**config.mk**
```make
export PLATFORM = sky130hd
export DESIGN_NAME = tilt_pointer_mapper
export DESIGN_NICKNAME = d
export VERILOG_FILES = /design/src/sv/tpm_pkg.sv /design/src/sv/tpm_ctrl.sv /design/src/sv/tpm_datapath.sv /design/src/sv/tilt_pointer_mapper.sv
export SDC_FILE = /design/constraint.sdc
export NUM_CORES = 2
export LEC_CHECK = 0
export ABC_CLOCK_PERIOD_IN_PS = 19400
export BUFFER_PORTS_ARGS = -buffer_cell sky130_fd_sc_hd__buf_4
export CAP_MARGIN = 15
export CELL_PAD_IN_SITES_DETAIL_PLACEMENT = 0
export CELL_PAD_IN_SITES_GLOBAL_PLACEMENT = 1
export CORE_UTILIZATION = 51
export CTS_CLUSTER_SIZE = 40
export DETAILED_ROUTE_END_ITERATION = 7
export MAX_ROUTING_LAYER = met4
export PLACE_DENSITY_LB_ADDON = 0.1
export RECOVER_POWER = 25
export SYNTH_ARGS = -nofsm -noshare
export SYNTH_HDL_FRONTEND = slang
export SYNTH_SLANG_ARGS = --single-unit
```
**constraint.sdc**
```tcl
create_clock -name clk -period 19.4 [get_ports clk]
set_input_delay 1.94 -clock clk [delete_from_list [all_inputs] [get_ports clk]]
set_output_delay 1.94 -clock clk [all_outputs]
set_load 0.005 [all_outputs]
```
**src/sv/tpm_pkg.sv**
```systemverilog
// ----------------------------------------------------------------------------
// tpm_pkg
// Shared types, constants and helpers for the tilt pointer mapper.
// ----------------------------------------------------------------------------
package tpm_pkg;

	localparam int COORD_WIDTH_DEF = 16;

	// configuration port
	localparam int CFG_INDEX_W = 3;
	localparam int CFG_DATA_W  = 16;

	typedef enum logic [CFG_INDEX_W-1:0] {
		CFG_ACCEL  = 3'd0,
		CFG_FILTER = 3'd1,
		CFG_MIN_X  = 3'd2,
		CFG_MAX_X  = 3'd3,
		CFG_MIN_Y  = 3'd4,
		CFG_MAX_Y  = 3'd5
	} cfg_index_t;

	localparam logic [6:0]         ACCEL_RST  = 7'd5;
	localparam logic [13:0]        FILTER_RST = 14'd0;
	localparam logic signed [15:0] MIN_X_RST  = 16'sd0;
	localparam logic signed [15:0] MAX_X_RST  = 16'sd1919;
	localparam logic signed [15:0] MIN_Y_RST  = 16'sd0;
	localparam logic signed [15:0] MAX_Y_RST  = 16'sd1079;

	// input opcodes
	localparam logic OP_SAMPLE    = 1'b0;
	localparam logic OP_CALIBRATE = 1'b1;

	// tilt fold: bytes above the limit wrap to base minus byte
	localparam int TILT_FOLD_LIMIT = 99;
	localparam int TILT_FOLD_BASE  = 100;

	// gain scale acc * 20 / 100 reduces to a divide by five
	localparam int SCALE_NUM   = 20;
	localparam int SCALE_DEN   = 100;
	localparam int SCALE_DIV   = SCALE_DEN / SCALE_NUM;
	localparam int RECIP_SHIFT = 18;
	localparam int RECIP_MUL   = ((1 << RECIP_SHIFT) + SCALE_DIV - 1) / SCALE_DIV;

	// datapath widths
	localparam int TILT_W  = 9;   // folded tilt, -155..99
	localparam int DIFF_W  = 10;  // folded minus neutral
	localparam int ABS_W   = 8;   // |diff| <= 254
	localparam int MAG_W   = 15;  // |diff| * acc
	localparam int QUO_W   = 13;  // scaled delta magnitude
	localparam int SQ_W    = 2 * QUO_W;
	localparam int SSQ_W   = SQ_W + 1;

	typedef enum logic [2:0] {
		ST_IDLE,
		ST_MUL,
		ST_DIV,
		ST_SQR,
		ST_UPD
	} state_t;

	typedef struct packed {
		logic take;    // latch the incoming item
		logic mul;     // gain multiply
		logic div;     // divide by the scale
		logic sqr;     // deadband and square
		logic commit;  // clamp, update position, load result
	} cmd_t;

	function automatic logic signed [TILT_W-1:0] fold_tilt(input logic [7:0] b);
		logic signed [TILT_W:0] w;
		w = (int'(b) > TILT_FOLD_LIMIT) ?
			(TILT_W+1)'(TILT_FOLD_BASE) - $signed({2'b00, b}) : $signed({2'b00, b});
		return w[TILT_W-1:0];
	endfunction

endpackage

```
**src/sv/tpm_ctrl.sv**
```systemverilog
// ----------------------------------------------------------------------------
// tpm_ctrl
// Sequencer for the tilt pointer mapper: steps one item through the datapath
// and owns the result valid flag.
// ----------------------------------------------------------------------------
module tpm_ctrl
	import tpm_pkg::*;
(
	input  logic clk,
	input  logic arst_n,
	input  logic in_valid,
	output logic in_stall,
	output logic out_valid,
	input  logic out_stall,
	output tpm_pkg::cmd_t cmd
);

	state_t state_q, state_next;
	logic   out_valid_q;

	always_ff @(posedge clk or negedge arst_n) begin
		if (!arst_n) begin
			state_q     <= ST_IDLE;
			out_valid_q <= 1'b0;
		end else begin
			state_q     <= state_next;
			out_valid_q <= cmd.commit | (out_valid_q & out_stall);
		end
	end

	always_comb begin
		state_next = state_q;
		unique case (state_q)
			ST_IDLE: if (in_valid) state_next = ST_MUL;
			ST_MUL:  state_next = ST_DIV;
			ST_DIV:  state_next = ST_SQR;
			ST_SQR:  state_next = ST_UPD;
			ST_UPD:  if (cmd.commit) state_next = ST_IDLE;
			default: state_next = ST_IDLE;
		endcase
	end

	always_comb begin
		cmd        = '0;
		cmd.take   = (state_q == ST_IDLE) & in_valid;
		cmd.mul    = (state_q == ST_MUL);
		cmd.div    = (state_q == ST_DIV);
		cmd.sqr    = (state_q == ST_SQR);
		// wait for the result register to drain
		cmd.commit = (state_q == ST_UPD) & (~out_valid_q | ~out_stall);
	end

	assign in_stall  = (state_q != ST_IDLE);
	assign out_valid = out_valid_q;

endmodule

```
**src/sv/tpm_datapath.sv**
```systemverilog
// ----------------------------------------------------------------------------
// tpm_datapath
// Registers, neutral tilt, position state and the scale, square and clamp
// arithmetic of the tilt pointer mapper.
// ----------------------------------------------------------------------------
module tpm_datapath
	import tpm_pkg::*;
#(
	parameter int COORD_WIDTH = tpm_pkg::COORD_WIDTH_DEF
) (
	input  logic clk,
	input  logic arst_n,
	input  tpm_pkg::cmd_t cmd,
	input  logic cfg_wr_en,
	input  logic [tpm_pkg::CFG_INDEX_W-1:0] cfg_index,
	input  logic [tpm_pkg::CFG_DATA_W-1:0]  cfg_data,
	input  logic opcode,
	input  logic payload_present,
	input  logic [7:0] tilt_x,
	input  logic [7:0] tilt_y,
	output logic signed [15:0] pointer_x,
	output logic signed [15:0] pointer_y,
	output logic moved
);

	localparam int SUM_W = ((COORD_WIDTH > SSQ_W) ? COORD_WIDTH : SSQ_W) + 1;
	localparam logic signed [SUM_W-1:0] CMAX =
		SUM_W'((64'sd1 <<< (COORD_WIDTH - 1)) - 64'sd1);
	localparam logic signed [SUM_W-1:0] CMIN = -CMAX - SUM_W'(1);

	// configuration
	logic [6:0]         accel_q;
	logic [13:0]        filter_q;
	logic signed [15:0] min_x_q, max_x_q, min_y_q, max_y_q;

	// state
	logic signed [TILT_W-1:0]      neutral_x_q, neutral_y_q;
	logic signed [COORD_WIDTH-1:0] pos_x_q, pos_y_q;

	// per item
	logic signed [DIFF_W-1:0] d_x_q, d_y_q;
	logic                     sample_q;
	logic [MAG_W-1:0]         mag_x_s1, mag_y_s1;
	logic                     neg_x_s1, neg_y_s1;
	logic [QUO_W-1:0]         quo_x_s2, quo_y_s2;
	logic                     neg_x_s2, neg_y_s2;
	logic signed [SSQ_W-1:0]  sq_x_s3, sq_y_s3;
	logic                     nz_x_s3, nz_y_s3;

	logic signed [15:0] pointer_x_q, pointer_y_q;
	logic               moved_q;

	logic signed [TILT_W-1:0] fold_x, fold_y;
	logic [DIFF_W-1:0]        abs_x, abs_y;
	logic [2*MAG_W+1:0]       prod_x, prod_y;
	logic [SQ_W-1:0]          sqm_x, sqm_y;
	logic                     do_move;
	logic signed [COORD_WIDTH-1:0] new_x, new_y, next_x, next_y;

	function automatic logic signed [COORD_WIDTH-1:0] place(
		input logic signed [COORD_WIDTH-1:0] p,
		input logic signed [SSQ_W-1:0]       d,
		input logic signed [15:0]            lo,
		input logic signed [15:0]            hi
	);
		logic signed [SUM_W-1:0] v;
		logic signed [SUM_W-1:0] lo_w, hi_w;
		v    = SUM_W'(p) + SUM_W'(d);
		lo_w = SUM_W'(lo);
		hi_w = SUM_W'(hi);
		// upper bound first so the lower bound wins on inverted limits
		if (v > hi_w) v = hi_w;
		if (v < lo_w) v = lo_w;
		if (v > CMAX) v = CMAX;
		if (v < CMIN) v = CMIN;
		return v[COORD_WIDTH-1:0];
	endfunction

	assign fold_x = fold_tilt(tilt_x);
	assign fold_y = fold_tilt(tilt_y);

	always_ff @(posedge clk or negedge arst_n) begin
		if (!arst_n) begin
			accel_q  <= ACCEL_RST;
			filter_q <= FILTER_RST;
			min_x_q  <= MIN_X_RST;
			max_x_q  <= MAX_X_RST;
			min_y_q  <= MIN_Y_RST;
			max_y_q  <= MAX_Y_RST;
		end else if (cfg_wr_en) begin
			unique case (cfg_index)
				CFG_ACCEL:  accel_q  <= cfg_data[6:0];
				CFG_FILTER: filter_q <= cfg_data[13:0];
				CFG_MIN_X:  min_x_q  <= $signed(cfg_data);
				CFG_MAX_X:  max_x_q  <= $signed(cfg_data);
				CFG_MIN_Y:  min_y_q  <= $signed(cfg_data);
				CFG_MAX_Y:  max_y_q  <= $signed(cfg_data);
				default: ;
			endcase
		end
	end

	// neutral tilt and position
	always_ff @(posedge clk or negedge arst_n) begin
		if (!arst_n) begin
			neutral_x_q <= '0;
			neutral_y_q <= '0;
			pos_x_q     <= '0;
			pos_y_q     <= '0;
		end else begin
			if (cmd.take && opcode == OP_CALIBRATE) begin
				neutral_x_q <= payload_present ? fold_x : '0;
				neutral_y_q <= payload_present ? fold_y : '0;
			end
			if (cmd.commit) begin
				pos_x_q <= next_x;
				pos_y_q <= next_y;
			end
		end
	end

	// latch: swap is identity on x, negate on y
	always_ff @(posedge clk) begin
		if (cmd.take) begin
			d_x_q    <= DIFF_W'(fold_x) - DIFF_W'(neutral_x_q);
			d_y_q    <= DIFF_W'(neutral_y_q) - DIFF_W'(fold_y);
			sample_q <= (opcode == OP_SAMPLE) & payload_present;
		end
	end

	assign abs_x = d_x_q[DIFF_W-1] ? DIFF_W'(-d_x_q) : d_x_q;
	assign abs_y = d_y_q[DIFF_W-1] ? DIFF_W'(-d_y_q) : d_y_q;

	always_ff @(posedge clk) begin
		if (cmd.mul) begin
			mag_x_s1 <= MAG_W'(abs_x[ABS_W-1:0] * accel_q);
			mag_y_s1 <= MAG_W'(abs_y[ABS_W-1:0] * accel_q);
			neg_x_s1 <= d_x_q[DIFF_W-1];
			neg_y_s1 <= d_y_q[DIFF_W-1];
		end
	end

	// divide by the scale through the reciprocal
	assign prod_x = (2*MAG_W+2)'(mag_x_s1) * (2*MAG_W+2)'(RECIP_MUL);
	assign prod_y = (2*MAG_W+2)'(mag_y_s1) * (2*MAG_W+2)'(RECIP_MUL);

	always_ff @(posedge clk) begin
		if (cmd.div) begin
			quo_x_s2 <= prod_x[RECIP_SHIFT +: QUO_W];
			quo_y_s2 <= prod_y[RECIP_SHIFT +: QUO_W];
			neg_x_s2 <= neg_x_s1;
			neg_y_s2 <= neg_y_s1;
		end
	end

	assign sqm_x = quo_x_s2 * quo_x_s2;
	assign sqm_y = quo_y_s2 * quo_y_s2;

	// drop deltas inside the deadband
	always_ff @(posedge clk) begin
		if (cmd.sqr) begin
			nz_x_s3 <= {1'b0, quo_x_s2} > filter_q;
			nz_y_s3 <= {1'b0, quo_y_s2} > filter_q;
			if ({1'b0, quo_x_s2} > filter_q)
				sq_x_s3 <= neg_x_s2 ? -$signed({1'b0, sqm_x}) : $signed({1'b0, sqm_x});
			else
				sq_x_s3 <= '0;
			if ({1'b0, quo_y_s2} > filter_q)
				sq_y_s3 <= neg_y_s2 ? -$signed({1'b0, sqm_y}) : $signed({1'b0, sqm_y});
			else
				sq_y_s3 <= '0;
		end
	end

	assign do_move = sample_q & (nz_x_s3 | nz_y_s3);
	assign new_x   = place(pos_x_q, sq_x_s3, min_x_q, max_x_q);
	assign new_y   = place(pos_y_q, sq_y_s3, min_y_q, max_y_q);
	assign next_x  = do_move ? new_x : pos_x_q;
	assign next_y  = do_move ? new_y : pos_y_q;

	always_ff @(posedge clk) begin
		if (cmd.commit) begin
			pointer_x_q <= 16'(next_x);
			pointer_y_q <= 16'(next_y);
			moved_q     <= do_move;
		end
	end

	assign pointer_x = pointer_x_q;
	assign pointer_y = pointer_y_q;
	assign moved     = moved_q;

endmodule

```
**src/sv/tilt_pointer_mapper.sv**
```systemverilog
// ----------------------------------------------------------------------------
// tilt_pointer_mapper
// Maps tilt samples to a clamped pointer position; calibrate items set the
// neutral tilt.
// ----------------------------------------------------------------------------
// Flow: each accepted item passes the gain multiply, reciprocal divide,
//   square, and clamp and commit steps before its result is valid.
// Sequencing: the sequencer walks each item through the shared multiply,
//   divide and square steps and takes no new item until the last commits.
// Reset: arst_n clears neutral tilt and position to zero and loads the
//   register defaults; no result is pending after reset.
module tilt_pointer_mapper
	import tpm_pkg::*;
#(
	// pointer position width, 12 to 32 bits
	parameter int COORD_WIDTH = tpm_pkg::COORD_WIDTH_DEF
) (
	input  logic clk,
	input  logic arst_n,
	// configuration write port
	input  logic cfg_wr_en,
	input  logic [tpm_pkg::CFG_INDEX_W-1:0] cfg_index,
	input  logic [tpm_pkg::CFG_DATA_W-1:0]  cfg_data,
	// input item channel
	input  logic in_valid,
	output logic in_stall,
	input  logic opcode,
	input  logic payload_present,
	input  logic [7:0] tilt_x,
	input  logic [7:0] tilt_y,
	// result item channel
	output logic out_valid,
	input  logic out_stall,
	output logic signed [15:0] pointer_x,
	output logic signed [15:0] pointer_y,
	output logic moved
);

	cmd_t cmd;

	// Sequencer: takes an item in idle, steps it through the datapath,
	// and commits once the result register is free. The result register
	// lets the next item be accepted while a result still waits.
	tpm_ctrl u_ctrl (
		.clk       (clk),
		.arst_n    (arst_n),
		.in_valid  (in_valid),
		.in_stall  (in_stall),
		.out_valid (out_valid),
		.out_stall (out_stall),
		.cmd       (cmd)
	);

	// Datapath: fold and subtract neutral on take, scale by the gain,
	// deadband and square, then clamp and update the position on commit.
	tpm_datapath #(
		.COORD_WIDTH (COORD_WIDTH)
	) u_datapath (
		.clk             (clk),
		.arst_n          (arst_n),
		.cmd             (cmd),
		.cfg_wr_en       (cfg_wr_en),
		.cfg_index       (cfg_index),
		.cfg_data        (cfg_data),
		.opcode          (opcode),
		.payload_present (payload_present),
		.tilt_x          (tilt_x),
		.tilt_y          (tilt_y),
		.pointer_x       (pointer_x),
		.pointer_y       (pointer_y),
		.moved           (moved)
	);

endmodule

```
* Word-level counts from Yosys, hierarchy flattened
Cells that the tools add are included.
** Cells by class
- $add $sub $neg :: 10
- Multiply operators :: 6
- $lt $le $gt $ge :: 12
- Eq/ne operators :: 11
- Multiplexer cells :: 21
- Bitwise logic cells :: 11
- Reduce and logical (&&, ||, !) cells :: 13
** Operators by type and width (number)
- 2-to-1 mux 28 bit :: 6
- 2-to-1 mux 16 bit :: 4
- multiplier 15 x 16 -> 31 bit, second input constant :: 2
- adder 16 x 27 -> 28 bit :: 2
- greater-than comparator 28 x 16 -> 1 bit :: 2
- greater-than comparator 28 x 16 -> 1 bit, second input constant :: 2
- less-than comparator 28 x 16 -> 1 bit :: 2
- less-than comparator 28 x 16 -> 1 bit, second input constant :: 2
- negator 26 -> 27 bit :: 2
- multiplier 13 x 13 -> 26 bit :: 2
- 2-to-1 mux 26 bit :: 2
- 2-to-1 mux 9 bit :: 4
- multiplier 8 x 7 -> 15 bit :: 2
- greater-than comparator 13 x 14 -> 1 bit :: 2
- subtractor 9 x 9 -> 10 bit :: 2
- AND reduction 2 bit :: 9
- subtractor 7 x 8 -> 9 bit, first input constant :: 2
- greater-than comparator 8 x 7 -> 1 bit, second input constant :: 2
- 2-to-1 mux 8 bit :: 2
- negator 8 bit :: 2
- case mux 3 bit (5 select lines) :: 1
- equality test 3 x 2 -> 1 bit, second input constant :: 4
- equality test 3 bit, second input constant :: 3
- equality test 3 x 1 -> 1 bit, second input constant :: 2
- other kinds (9) :: 19
** Storage, ports and cells
- Bits in registers :: 309
- Bits of input ports :: 42
- Output and inout port bits :: 35

* Logic depth before layout (Yosys ltp)
- Word-level depth :: 10
- Mapped depth :: 37

* By module
From an unflattened synthesis, not the netlist that was laid out.
** Second synthesis, totals
- Cells, all modules :: 4120
- Area total of the unflattened synthesis :: 39352.7 sq um
** Modules (own cells, without submodules)
- tpm_datapath :: instances 1, cells each 4101, area an instance 39165.1 sq um, sequential area each 8445.6 sq um
- tpm_ctrl :: instances 1, cells each 19, area an instance 187.7 sq um, sequential area each 100.1 sq um

* Worst setup path after synthesis
No wires, ideal clock.
- Path type :: flip-flop to flip-flop
- Start :: register u_datapath.pos_x_q[15]
- End :: register u_datapath.pointer_x_q[0] (netlist: u_datapath.pointer_x[0]) (data pin)
- Setup time :: 0.265 ns
- Data arrival time :: 6.914 ns
- Path slack :: 12.221 ns
- Stages on the path, launching flop included :: 32
- Buffers on the path :: 5
- Clock period less this slack :: 7.179 ns
- Path through :: dfrtp_1 ha_1 buf_2 a211oi_1 o31ai_1 nor3_1 a211o_1 o21ai_1 a21boi_0 or2_4 ha_1 and3_1 and3_1 a21oi_1 a21boi_0 a21oi_2 clkbuf_1 clkbuf_1 o21ai_0 ha_1 nand3_1 or4_1 nor3_1 inv_1 nor3_1 o211ai_1 o211ai_1 buf_2 buf_2 mux2i_1 a31oi_1 nor2b_1
** Between the ends
- Word-level cells in the longest chain between the ends :: 10
** Ends and longest elaborated chain
- start: declaration :: RTL line tpm_datapath.sv:38 : logic signed [COORD_WIDTH-1:0] pos_x_q, pos_y_q;
- start signal: assignment :: RTL line tpm_datapath.sv:116 : pos_x_q <= next_x;
- adder 16 x 27 -> 28 bit (*) :: RTL line tpm_datapath.sv:68 : v = SUM_W'(p) + SUM_W'(d);
- greater-than comparator 28 x 16 -> 1 bit :: RTL line tpm_datapath.sv:72 : if (v > hi_w) v = hi_w;
- 2-to-1 mux 28 bit (*) :: RTL line tpm_datapath.sv:72
- less-than comparator 28 x 16 -> 1 bit :: RTL line tpm_datapath.sv:73 : if (v < lo_w) v = lo_w;
- 2-to-1 mux 28 bit (*) :: RTL line tpm_datapath.sv:73
- greater-than comparator 28 x 16 -> 1 bit :: RTL line tpm_datapath.sv:74 : if (v > CMAX) v = CMAX;
- 2-to-1 mux 28 bit (*) :: RTL line tpm_datapath.sv:74
- less-than comparator 28 x 16 -> 1 bit :: RTL line tpm_datapath.sv:75 : if (v < CMIN) v = CMIN;
- 2-to-1 mux 16 bit (*) :: RTL line tpm_datapath.sv:75
- 2-to-1 mux 16 bit (*) :: RTL line tpm_datapath.sv:178 : assign next_x = do_move ? new_x : pos_x_q;
- named net u_datapath.next_x[0] :: RTL line tpm_datapath.sv:58 : logic signed [COORD_WIDTH-1:0] new_x, new_y, next_x, next_y;
- end signal: assignment :: RTL line tpm_datapath.sv:183 : pointer_x_q <= 16'(next_x);
- end: declaration :: RTL line tpm_datapath.sv:50 : logic signed [15:0] pointer_x_q, pointer_y_q;
Mark *: on every way through the listed nets, which the timed path passes. The rest lies on a longest branch.
A chain may end at the register's enable or synchronous reset.

* Worst setup path in the final report
- Start :: register u_datapath.pos_x_q[15]
- End :: register u_datapath.pointer_x_q[6] (netlist: u_datapath.pointer_x[6]) (data pin)
The elaborated chain is that of the path after synthesis.

==> impl_metrics.ini <==
[run_status]
outcome = complete, but fails checks
violations = max-capacitance violations, max-slew violations

[logic_synthesis]
synth_edf_count = 168
synth_top_cell_by_area = ha_1
synth_nets = 5313
synthTopCellsByArea = ha_1 (20%), fa_1 (19%), edfxtp_1 (12%), dfrtp_1 (7.5%), inv_1 (6.2%)
synth_top_area_share_pct = 19.7
yosys_warnings = 0
syn_area_um2 = 40400
postSynthAreaPerCell_um2 = 9.49
synth-main-ff-cell = edfxtp_1
synth-seq-cells = 307
syn_inst = 4260
async_flop_share_pct = 45.3
yosysSeqAreaShare_pct = 21.1
synthDistinctLibCells = 109

[setup_path]
r2r-end = u_datapath.pointer_x[6]$_DFFE_PP_
arrival_ns = 9.63
critical_path.endpoint_type = flip-flop
cpPeakStageDelay_ns = 0.70
slowest_stage = dfrtp_1
critical_path_class = reg2reg
reg2reg_from = u_datapath.pos_x_q[15]$_DFFE_PN0P_
crit_fanout = 32
rrSetupSlack_ns = 10.16
critPathRequiredTime_ns = 19.79
reg2reg_depth = 31
critPathLaunchType = flip-flop

[cells_and_area]
syn_to_final_growth_pct = 7.07
seqCellArea_um2 = 8550
multi_input_area_um2 = 28900
drive_gt1_share_pct = 6.88
nFillCells = 7167
fin_nets = 5337

[placed_design]
port_buffers = 76
dp.final_hpwl_um = 75400
place.gp.congestion = 0.885

[detailed_routing]
totalWireLength_um = 92300
wire_per_inst_um = 17.2
drtPass1Iterations = 5
detail-route-antenna-nets = 0
num_vias = 29219
via_per_inst = 5.45
drc = 0
drtIter0Drc = 1512

[hold_path]
hold_class = reg2reg
holdPathEnd = u_datapath.neg_y_s2$_DFFE_PN_
hold_path.startpoint = u_datapath.neg_y_s1$_DFFE_PP_
hold_depth = 0

[floorplan]
die_x_um = 284
fp-row-count = 102
start_util_pct = 51.8
die-height_um = 284
dieArea_um2 = 80400
coreArea_um2 = 78000
io-pin-count = 77

[clock_tree]
cts_root_buffer = clkbuf_16
clkTransAtPathRegs_ns = 0.06
postCtsHoldBufs = 0
h-tree-depth = 2
cts_resized = 0
cts_tree = yes
post-cts-setup-buffers = 0
cts.path.max_buffers = 3
clock_latency_ns = 0.59
cts.sink_count = 307
cts_buffers = 40

[global_routing]
track_usage_pct = 24.1
grt-ovfl-total = 0
grt_pass1_wl_um = 154000
grt_pass1_vias = 29943
grt_max_degree = 79
antenna_found_initial = 3

[sta]
finalCritPeriodShare_pct = 47.7
fmax_ghz = 0.108
hold_violations = 0
skew_ns = 0.0299
setup_viol = 0
min_period_ns = 9.24
relSlewSlack_pct = -202
fin_tns_setup_ns = 0
rsz0062_at_grt = false
drv_slew = 171
tightest_slew_ns = 4.54

[run]
cap_violations = 3
-- worst max path at each step --
stage	start	cells after the start	to	slack, ns
floorplan	u_datapath.pos_x_q[15]$_DFFE_PN0P_	31	u_datapath.pointer_x[0]$_DFFE_PP_	12.22
global placement	u_datapath.pos_x_q[15]$_DFFE_PN0P_	31	u_datapath.pointer_x[6]$_DFFE_PP_	10.45
detailed placement	u_datapath.pos_x_q[15]$_DFFE_PN0P_	31	u_datapath.pointer_x[6]$_DFFE_PP_	10.26
CTS	u_datapath.pos_x_q[15]$_DFFE_PN0P_	31	u_datapath.pointer_x[6]$_DFFE_PP_	10.24
global route	u_datapath.pos_x_q[15]$_DFFE_PN0P_	31	u_datapath.pointer_x[6]$_DFFE_PP_	9.42
finish	u_datapath.pos_x_q[15]$_DFFE_PN0P_	31	u_datapath.pointer_x[6]$_DFFE_PP_	10.16
-- critical path, delay by kind of cell (launching register included) --
family	cells	cell delay [ns]
compound gates	9	2.50
fa+ha+maj	3	0.97
buf+inv	4	0.91
flops	1	0.70
simple gates	15	3.96
-- metal layers --
layer	up-vias	share of wire (%)	global-route usage [%]
met2	482	47	39.3
met3	98	3.9	2.39
met4	0	2.0	5.41
met1	14071	47	32.5
li1	14568	-	-
met5	-	0	-
-- registers in the layout, indices dropped and copies added, names as in the netlist, 13 cells and up --
| register | cells |
|---|---|
| u_datapath.filter_q | 14 |
| u_datapath.mag_x_s1 | 15 |
| u_datapath.mag_y_s1 | 15 |
| u_datapath.max_x_q | 16 |
| u_datapath.max_y_q | 16 |
| u_datapath.min_x_q | 16 |
| u_datapath.min_y_q | 16 |
| u_datapath.pointer_x | 16 |
| u_datapath.pointer_y | 16 |
| u_datapath.pos_x_q | 16 |
| u_datapath.pos_y_q | 16 |
| u_datapath.quo_x_s2 | 13 |
| u_datapath.quo_y_s2 | 13 |
| u_datapath.sq_x_s3 | 27 |
| u_datapath.sq_y_s3 | 27 |
-- per-stage QoR --
step	worst slack (ns)	hold WS, ns	utilization [%]	std cells	instance area, um2
global route	9.42	0.439	55.5	5356	43300
floorplan	12.22	0.400	-	4260	40400
global placement	10.45	0.414	53.8	5282	42000
CTS	10.24	0.437	55.6	5356	43300
detailed placement	10.26	0.424	53.8	5282	42000
finish	10.16	0.434	55.5	5357	43300
-- cell usage after synthesis, types with 26 or more instances --
library cell,n
nor2b_1,51
xor2_1,77
mux2_2,64
inv_1,667
a211oi_1,29
xnor2_1,121
edfxtp_1,168
ha_1,637
a21o_1,60
nand2_1,330
nand3_1,72
o211ai_1,40
o21ai_0,213
o21a_1,26
nand4_1,38
nand2b_1,48
and2_1,150
nor3_1,68
and3_1,28
clkbuf_1,92
fa_1,374
a21oi_1,161
dfrtp_1,121
nor2_1,222
-- kinds of logic after synthesis --
family / share of synthesized area, %
AO/OA/AOI/OAI: 12.8
XOR/XNOR: 4.29
adder cells (fa/ha/maj): 38.2
buffers and inverters: 7.49
flip-flops: 21.1
multiplexers: 2.40
AND/OR/NAND/NOR: 13.7
-- layout make-up --
| cell class | instances | share of cell area, % |
|---|---|---|
| multi-input cells | 3170 | 66.7 |
| clock buffers | 52 | 2.61 |
| well taps | 1040 | 3.01 |
| clock inverters | 22 | 0.523 |
| flip-flops and latches | 307 | 19.7 |
| repair buffers | 96 | 1.60 |
| diodes | 1 | 0.00578 |
| inverters | 669 | 5.80 |
-- cells in the final DEF (no fill, tap or decap), types with 77 or more instances in the layout --
master,instances
fa_1,374
inv_1,667
buf_4,88
dfrtp_1,121
edfxtp_1,168
a21oi_1,160
nor2_1,221
nand2_1,330
xor2_1,77
ha_1,637
xnor2_1,121
and2_1,148
o21ai_0,212
Power is not shown: default switching activity piles up to over one toggle a cycle in this logic, so the estimate is an artifact.
